==> src/design/fkhm_pkg.sv <==
// fkhm_pkg: constants, types and the fnv-1 byte step for the key hash unit
// no dependencies
`timescale 1ns / 1ps
`default_nettype none
package fkhm_pkg;

  localparam int unsigned KeyW     = 64;
  localparam int unsigned KeyBytes = 8;
  localparam logic [63:0] FnvOffsetBasis = 64'hcbf29ce484222325;
  // prime is 2^40 + 0x1b3
  localparam int unsigned FnvPrimeShift = 40;
  localparam logic [8:0]  FnvPrimeLow   = 9'h1b3;
  localparam logic [7:0]  ByteMask      = 8'hff;

  // register indexes on the configuration port
  localparam logic RegTableSize = 1'b0;

  typedef struct packed {
    logic        valid;
    logic [63:0] hash;
  } fkhm_word_t;

  // one fnv-1 round: multiply by the prime modulo 2^64, then xor the byte
  function automatic logic [63:0] fnv_step(input logic [63:0] h, input logic [7:0] b);
    logic [63:0] low;
    logic [63:0] prod;
    low  = h * {55'd0, FnvPrimeLow};
    prod = (h << FnvPrimeShift) + low;
    return prod ^ {56'd0, b & ByteMask};
  endfunction

endpackage
`default_nettype wire

==> src/design/fkhm_fnv_pipe.sv <==
// fkhm_fnv_pipe: eight-stage fnv-1 hash pipeline, one key byte per stage
// depends on fkhm_pkg
`timescale 1ns / 1ps
`default_nettype none
module fkhm_fnv_pipe import fkhm_pkg::*; (
  input  wire logic        clk_i,
  input  wire logic        rst_ni,
  input  wire logic        adv_i,
  input  wire logic        valid_i,
  input  wire logic [63:0] key_i,
  output fkhm_word_t       word_o
);

  logic [KeyBytes-1:0] vld_q;
  logic [63:0]         hash_q [KeyBytes];
  logic [63:0]         key_q  [KeyBytes];

  // stage zero takes the offset basis and the lowest byte
  always_ff @(posedge clk_i or negedge rst_ni) begin
    if (!rst_ni) begin
      vld_q[0] <= 1'b0;
    end else if (adv_i) begin
      vld_q[0] <= valid_i;
    end
  end

  always_ff @(posedge clk_i) begin
    if (adv_i) begin
      hash_q[0] <= fnv_step(FnvOffsetBasis, key_i[7:0]);
      key_q[0]  <= key_i;
    end
  end

  // later stages each fold in the next byte
  for (genvar s = 1; s < KeyBytes; s++) begin : g_stage
    always_ff @(posedge clk_i or negedge rst_ni) begin
      if (!rst_ni) begin
        vld_q[s] <= 1'b0;
      end else if (adv_i) begin
        vld_q[s] <= vld_q[s-1];
      end
    end

    always_ff @(posedge clk_i) begin
      if (adv_i) begin
        hash_q[s] <= fnv_step(hash_q[s-1], key_q[s-1][8*s +: 8]);
        key_q[s]  <= key_q[s-1];
      end
    end
  end

  assign word_o.valid = vld_q[KeyBytes-1];
  assign word_o.hash  = hash_q[KeyBytes-1];

endmodule
`default_nettype wire

==> config.mk <==
export PLATFORM = sky130hd
export DESIGN_NAME = fkhm_fnv_pipe
export DESIGN_NICKNAME = d
export VERILOG_FILES = /design/src/design/fkhm_pkg.sv /design/src/design/fkhm_fnv_pipe.sv
export SDC_FILE = /design/constraint.sdc
export NUM_CORES = 2
export LEC_CHECK = 0
export BUFFER_PORTS_ARGS = -buffer_cell sky130_fd_sc_hd__buf_2
export CORE_MARGIN = 2
export CORE_UTILIZATION = 33
export DETAILED_ROUTE_END_ITERATION = 12
export PLACE_DENSITY_LB_ADDON = 0.1
export RECOVER_POWER = 100
export SYNTH_ARGS = -nofsm -noshare
export SYNTH_HDL_FRONTEND = slang
export SYNTH_SLANG_ARGS = --single-unit
export TNS_END_PERCENT = 10
==> constraint.sdc <==
create_clock -name clk_i -period 9.63 [get_ports clk_i]
set_clock_uncertainty 0.1 [all_clocks]
set_input_delay 1.926 -clock clk_i [delete_from_list [all_inputs] [get_ports clk_i]]
set_output_delay 1.926 -clock clk_i [all_outputs]
set_load 0.005 [all_outputs]
Yosys cells after proc, flatten, opt, wreduce, memory -nomap -nowiden

Memory sizes are Yosys's and may differ from the RTL's.
Cells that the tools add are included.

Register bits after elaboration: 8
Latch bits: 0
Memory bits (writable): 1024
Memory bits (read-only): 0
Input bits: 68
Output and inout bits: 65
Logic and storage cells: 34
Memories: 2

Memories:

| memory | depth | bits a word | read ports | clocked after Yosys merged registers in | wr ports | line                | text |
|---|---|---|---|---|---|---|---|
| hash_q | 8     | 64          | 8          | 0                                       | 8        | fkhm_fnv_pipe.sv:15 | `logic [63:0] hash_q [KeyBytes];` |
| key_q  | 8     | 64          | 7          | 0                                       | 8        | fkhm_fnv_pipe.sv:16 | `logic [63:0] key_q [KeyBytes];` |

$add $sub $neg: 7
Multipliers: 7
Divide/modulo/power cells: 0
Magnitude comparators: 0
Equal/unequal tests: 0
Shift operators: 0
Mux-type cells: 2
Bitwise gates (word level): 8
Reduce and logical (&&, ||, !) cells: 0

Operator list:

| kind                    | number |
|---|---|
| $add A64 B64 Y64        | 7 |
| $mul A64 B9 Y64 const B | 7 |
| $xor A64 B8 Y64         | 7 |
| $not A7 Y36             | 1 |
| $mux W1                 | 2 |

Longest topological paths before layout

An unclocked memory read counts as a cell.

Depth after elaboration: 4
Gate-level depth with buffers: 22
Mapped depth without buffers: 21

Worst setup path before layout

Ideal clock, no wire load.

Path kind: register -> register
From: mem hash_q[6][4] (netlist: hash_q[1][132])
To: mem hash_q[7][45] (netlist: hash_q[1][237]) (data pin)
Setup time: 0.261 ns
Arrival: 5.077 ns
Required time: 9.269 ns
Setup slack: 4.192 ns
Stages on the path, launching flop included: 21
Buffers on the path: 0
Clock period less this slack: 5.438 ns
Path through: edfxtp_1 -> ha_1 -> inv_1 -> fa_1 -> inv_1 -> fa_1 -> inv_1 -> fa_1 -> inv_1 -> ha_1 -> ha_1 -> a2111oi_4 -> o21ai_2 -> a31oi_2 -> a21oi_1 -> o41ai_2 -> o21ai_1 -> a221o_1 -> nor2b_1 -> a311o_1 -> xor2_1

RTL lines:

| element     | line |
|---|---|
| from (decl) | fkhm_fnv_pipe.sv:15 |

==> results.txt <==
- The flow ran to the end, but the final reports show violations.
- Violations in the final reports: capacitance limit, slew limit
- Endpoint arrival time on the critical path: just under 8 ns
* Worst Reg2Reg Path Length in Cells: 20
- With fillers left out, the area of the finished cells amounts to about 93000 µm².
* Antenna violations before repair: 8
- Cells with a size suffix above 1 make up under 10% of the layout.
- The wire-length estimate of the detail-placed layout is slightly below 200 mm.
* Number of cells in the finished layout apart from fillers: roughly 12000
- Clock latency on the worst-skew pair, taken at its later pin, is 0.73 ns.
* Inst Count DP: between 10000 and 15000
- Clock tree synthesis selected as its root buffer the cell sky130_fd_sc_hd__clkbuf_16.
* Die area: 264500 µm²
- Unique masters post-synth: 94
* Mean Syn Cell Area: between 10 and 15 µm²
* Number of cells produced by synthesis: a little over 8000
- Final Max Tran Viols: 230
- The most critical setup path has its startpoint at adv_i.
- In this design, the stage delay of the slowest critical-path cell is between 3 and 4 ns.
* Async set-reset flop share out of synthesis: approximately 1.2%
- The placed instances occupy a cell area of about 90000 µm².
* Fin crit share: between 70% and 80%
- Setup violations remaining at the end of the flow were counted as 0.
* Post-CTS setup buffers: 0
- Startpoint class of the critical path: input port
- Post-detailed-route count of antenna-violating nets: 0
- Slew at the pin closest to its max-slew limit: about 5.3 ns
- Global route total overflow: 0
- The worst setup path is captured at a register.
* Std cell rows: between 150 and 200
- For this block, the routed nets add up to 223.8 mm of wire.
* Final hold violation count: 0
* DIE HEIGHT: a little over 500 µm
- Worst path cell trace: clkbuf_1 -> buf_4 -> clkbuf_2
* Buffer depth of the longest clock path: 3
* Post-DR wirelength/cell: 18.87 µm
- Static timing analysis puts the maximum clock frequency at approximately 0.13 GHz.
- For this run, the register share of the synthesized area comes to 22.53%.
* Detailed-router iteration count before antenna repair: 5
- TritonCTS built the clock tree.
- Synthesized flop and latch total: 646
- Highest metal used: met4
* Startpoint of the most critical register-to-register path: hash_q[0][132]
- Number of buffers created by CTS: just under 90
- Data on the critical path is required at its endpoint by around 10 ns.
- The layout has around 26000 filler cells.
- Resized Gates After CTS: 0
- The routed design uses around 110 mm of met2 wire.
- The kind of cell with the highest combined delay along the critical path is buffers and inverters.
* RSZ-0062 raised after global routing: false
- The critical path contains buffers and inverters numbering 3 combined.
- Clock Sinks: around 650
* Post-CTS Hold Buffers: 0
* Reg2reg setup slack: 2.37 ns
- The congestion estimate from routability-driven global placement came to about 0.89.
- Per-cell via count in the routed design: ~4.6
- Relative to the synthesized area, the layout overhead comes to 7.950%.
- Number of enable-type register cells in the synthesized netlist: 638
* Maximum number of pins on one net before global-route repair: 98
- Counting buffers and inverters, the worst setup path is 3 cells deep.
- Summing over every cut layer, the via total after detailed routing is between 50000 and 60000.
* Net count of the mapped netlist: between 10000 and 15000
- Most common cell in the netlist: sky130_fd_sc_hd__inv_1
- The first routing iteration left ~2300 violations.
- The worst register-to-register path ends at hash_q[0][248].
- Of all cell types, the one taking the most synthesized area is sky130_fd_sc_hd__fa_1.
* Routed met1 length: ~100 mm
- The die is around 510 µm wide.
- Number of H-tree levels: 3
- Min-Delay Path Depth: 0
- Sorting the synthesized cells by area gives the leading types as sky130_fd_sc_hd__fa_1 (29%), sky130_fd_sc_hd__edfxtp_1 (22%), sky130_fd_sc_hd__ha_1 (16%).
- Max_slew headroom: -256.0%
- Max-cap violations in this run came to 5.
* First-pass GRT wire length: 348.0 mm
- Buffers added on ports: approximately 130
- Starting Density: about a third
* Category of the critical setup timing path: in2reg
- Met3 WL: between 6 and 7 mm
* Top-area cell type share of the netlist area: between 20 and 30%
* Top cell types by occurrence after synthesis: sky130_fd_sc_hd__inv_1 (2588), sky130_fd_sc_hd__fa_1 (1262), sky130_fd_sc_hd__ha_1 (1133)
- Final TNS setup: 0 ns
- After detailed routing, the number of remaining DRC violations is 0.
- 133 I/O pins were placed.
* Final worst path period need: about 7.6 ns
- Capture point of the critical path: hash_q[0][184]
- The most used flip-flop cell after synthesis is sky130_fd_sc_hd__edfxtp_1.
- In the final design database the tool counted 10850 nets.
- Yosys printed 0 warnings.
* Clock transition at the registers of the reported paths: approximately 0.060 ns
* Post-Synthesis Cell Area: approximately 86000 µm²
* Total global routing track utilization: around 17%
* Core region area: ~260000 µm²
- Across all hold checks on the routed design, the worst slack comes to approximately 0.31 ns.
* CP Max Fanout: roughly 80
* Type of the tightest min-delay check: reg2reg
- Number of global-route vias before repair: 59340
* Slowest-stage cell, CP: sky130_fd_sc_hd__clkbuf_1
==> how the worst min path moves through the flow <==
stage                              from            end  slack [ns]
after floorplan            key_q[0][36]  key_q[0][100]        0.30
after global placement    key_q[0][164]  key_q[0][228]        0.30
after detailed placement   key_q[0][56]  key_q[0][120]        0.30
after CTS                 key_q[0][175]  key_q[0][239]        0.31
after global routing      key_q[0][175]  key_q[0][239]        0.31
final                     key_q[1][122]  key_q[1][186]        0.31
==> metrics by stage <==
step                worst slack (ns)  util (%)
global placement               2.503     34.76
finish                         1.987     35.78
CTS                            2.761     35.88
detailed placement             2.853     34.77
floorplan                      4.192         -
global route                   1.317     35.78
==> state kept, by name, summed over array words and instances, names as in the netlist <==
register / flops
hash_q: 413
key_q: 225
vld_q: 7
word_o: 1
==> placed cells by master, fill, tap and decap left out, types with 63 or more instances in the layout <==
cell type,Yosys,layout
sky130_fd_sc_hd__a21o_1,236,236
sky130_fd_sc_hd__a21oi_1,361,364
sky130_fd_sc_hd__buf_2,4,95
sky130_fd_sc_hd__clkbuf_16,0,87
sky130_fd_sc_hd__edfxtp_1,638,638
sky130_fd_sc_hd__fa_1,1262,1262
sky130_fd_sc_hd__ha_1,1133,1133
sky130_fd_sc_hd__inv_1,2588,2588
sky130_fd_sc_hd__nand2_1,218,218
sky130_fd_sc_hd__nor2_1,167,167
sky130_fd_sc_hd__nor2b_1,65,65
sky130_fd_sc_hd__o21ai_0,202,214
sky130_fd_sc_hd__o21bai_1,63,63
sky130_fd_sc_hd__xnor2_1,337,337
sky130_fd_sc_hd__xor2_1,228,228
==> layout make-up <==
cell class                      instances  area (µm²)  share of cell area (%)
Multi-Input combinational cell       4917       55850                   60.21
Sequential cell                       646       19360                   20.87
Inverter                             2588        9714                   10.47
Tap cell                             3402        4257                   4.589
Clock buffer                           97        2215                   2.387
Timing Repair Buffer                  145       706.9                  0.7621
Clock inverter                         59       654.4                  0.7055
Antenna cell                            3       7.507                0.008093
==> layer usage <==
layer / GRT usage [%] / up-vias
li1: - / 26170
met1: 23.26 / 27180
met2: 29.39 / 602
met3: 1.950 / 159
met4: 3.015 / 0
met5: 0 / -
==> worst register-to-register path, delay by kind of cell, from the launching register on <==
| kind | cells | cell delay, ns |
|---|---|---|
| buf+inv | 4 | 0.21 |
| compound gates | 9 | 3.70 |
| fa+ha+maj | 6 | 2.47 |
| xor+xnor | 1 | 0.08 |
| flops | 1 | 0.47 |
==> cells by family (layout without fill, tap and decap cells) <==
| logic type | after synthesis | count (layout) | synth area share [%] |
|---|---|---|---|
| compound gates | 1188 | 1188 | 9.085 |
| xor+xnor | 565 | 565 | 5.759 |
| fa+ha+maj | 2396 | 2396 | 45.91 |
| buf+inv | 2742 | 2889 | 12.28 |
| flops | 646 | 646 | 22.53 |
| mux | 10 | 10 | 0.1281 |
| other cells | 1 | 4 | 0.004364 |
| simple gates | 757 | 757 | 4.309 |
Power is left out: the tool's default activity adds up to more than one toggle a clock period on the data nets, which glitch-free logic cannot reach.
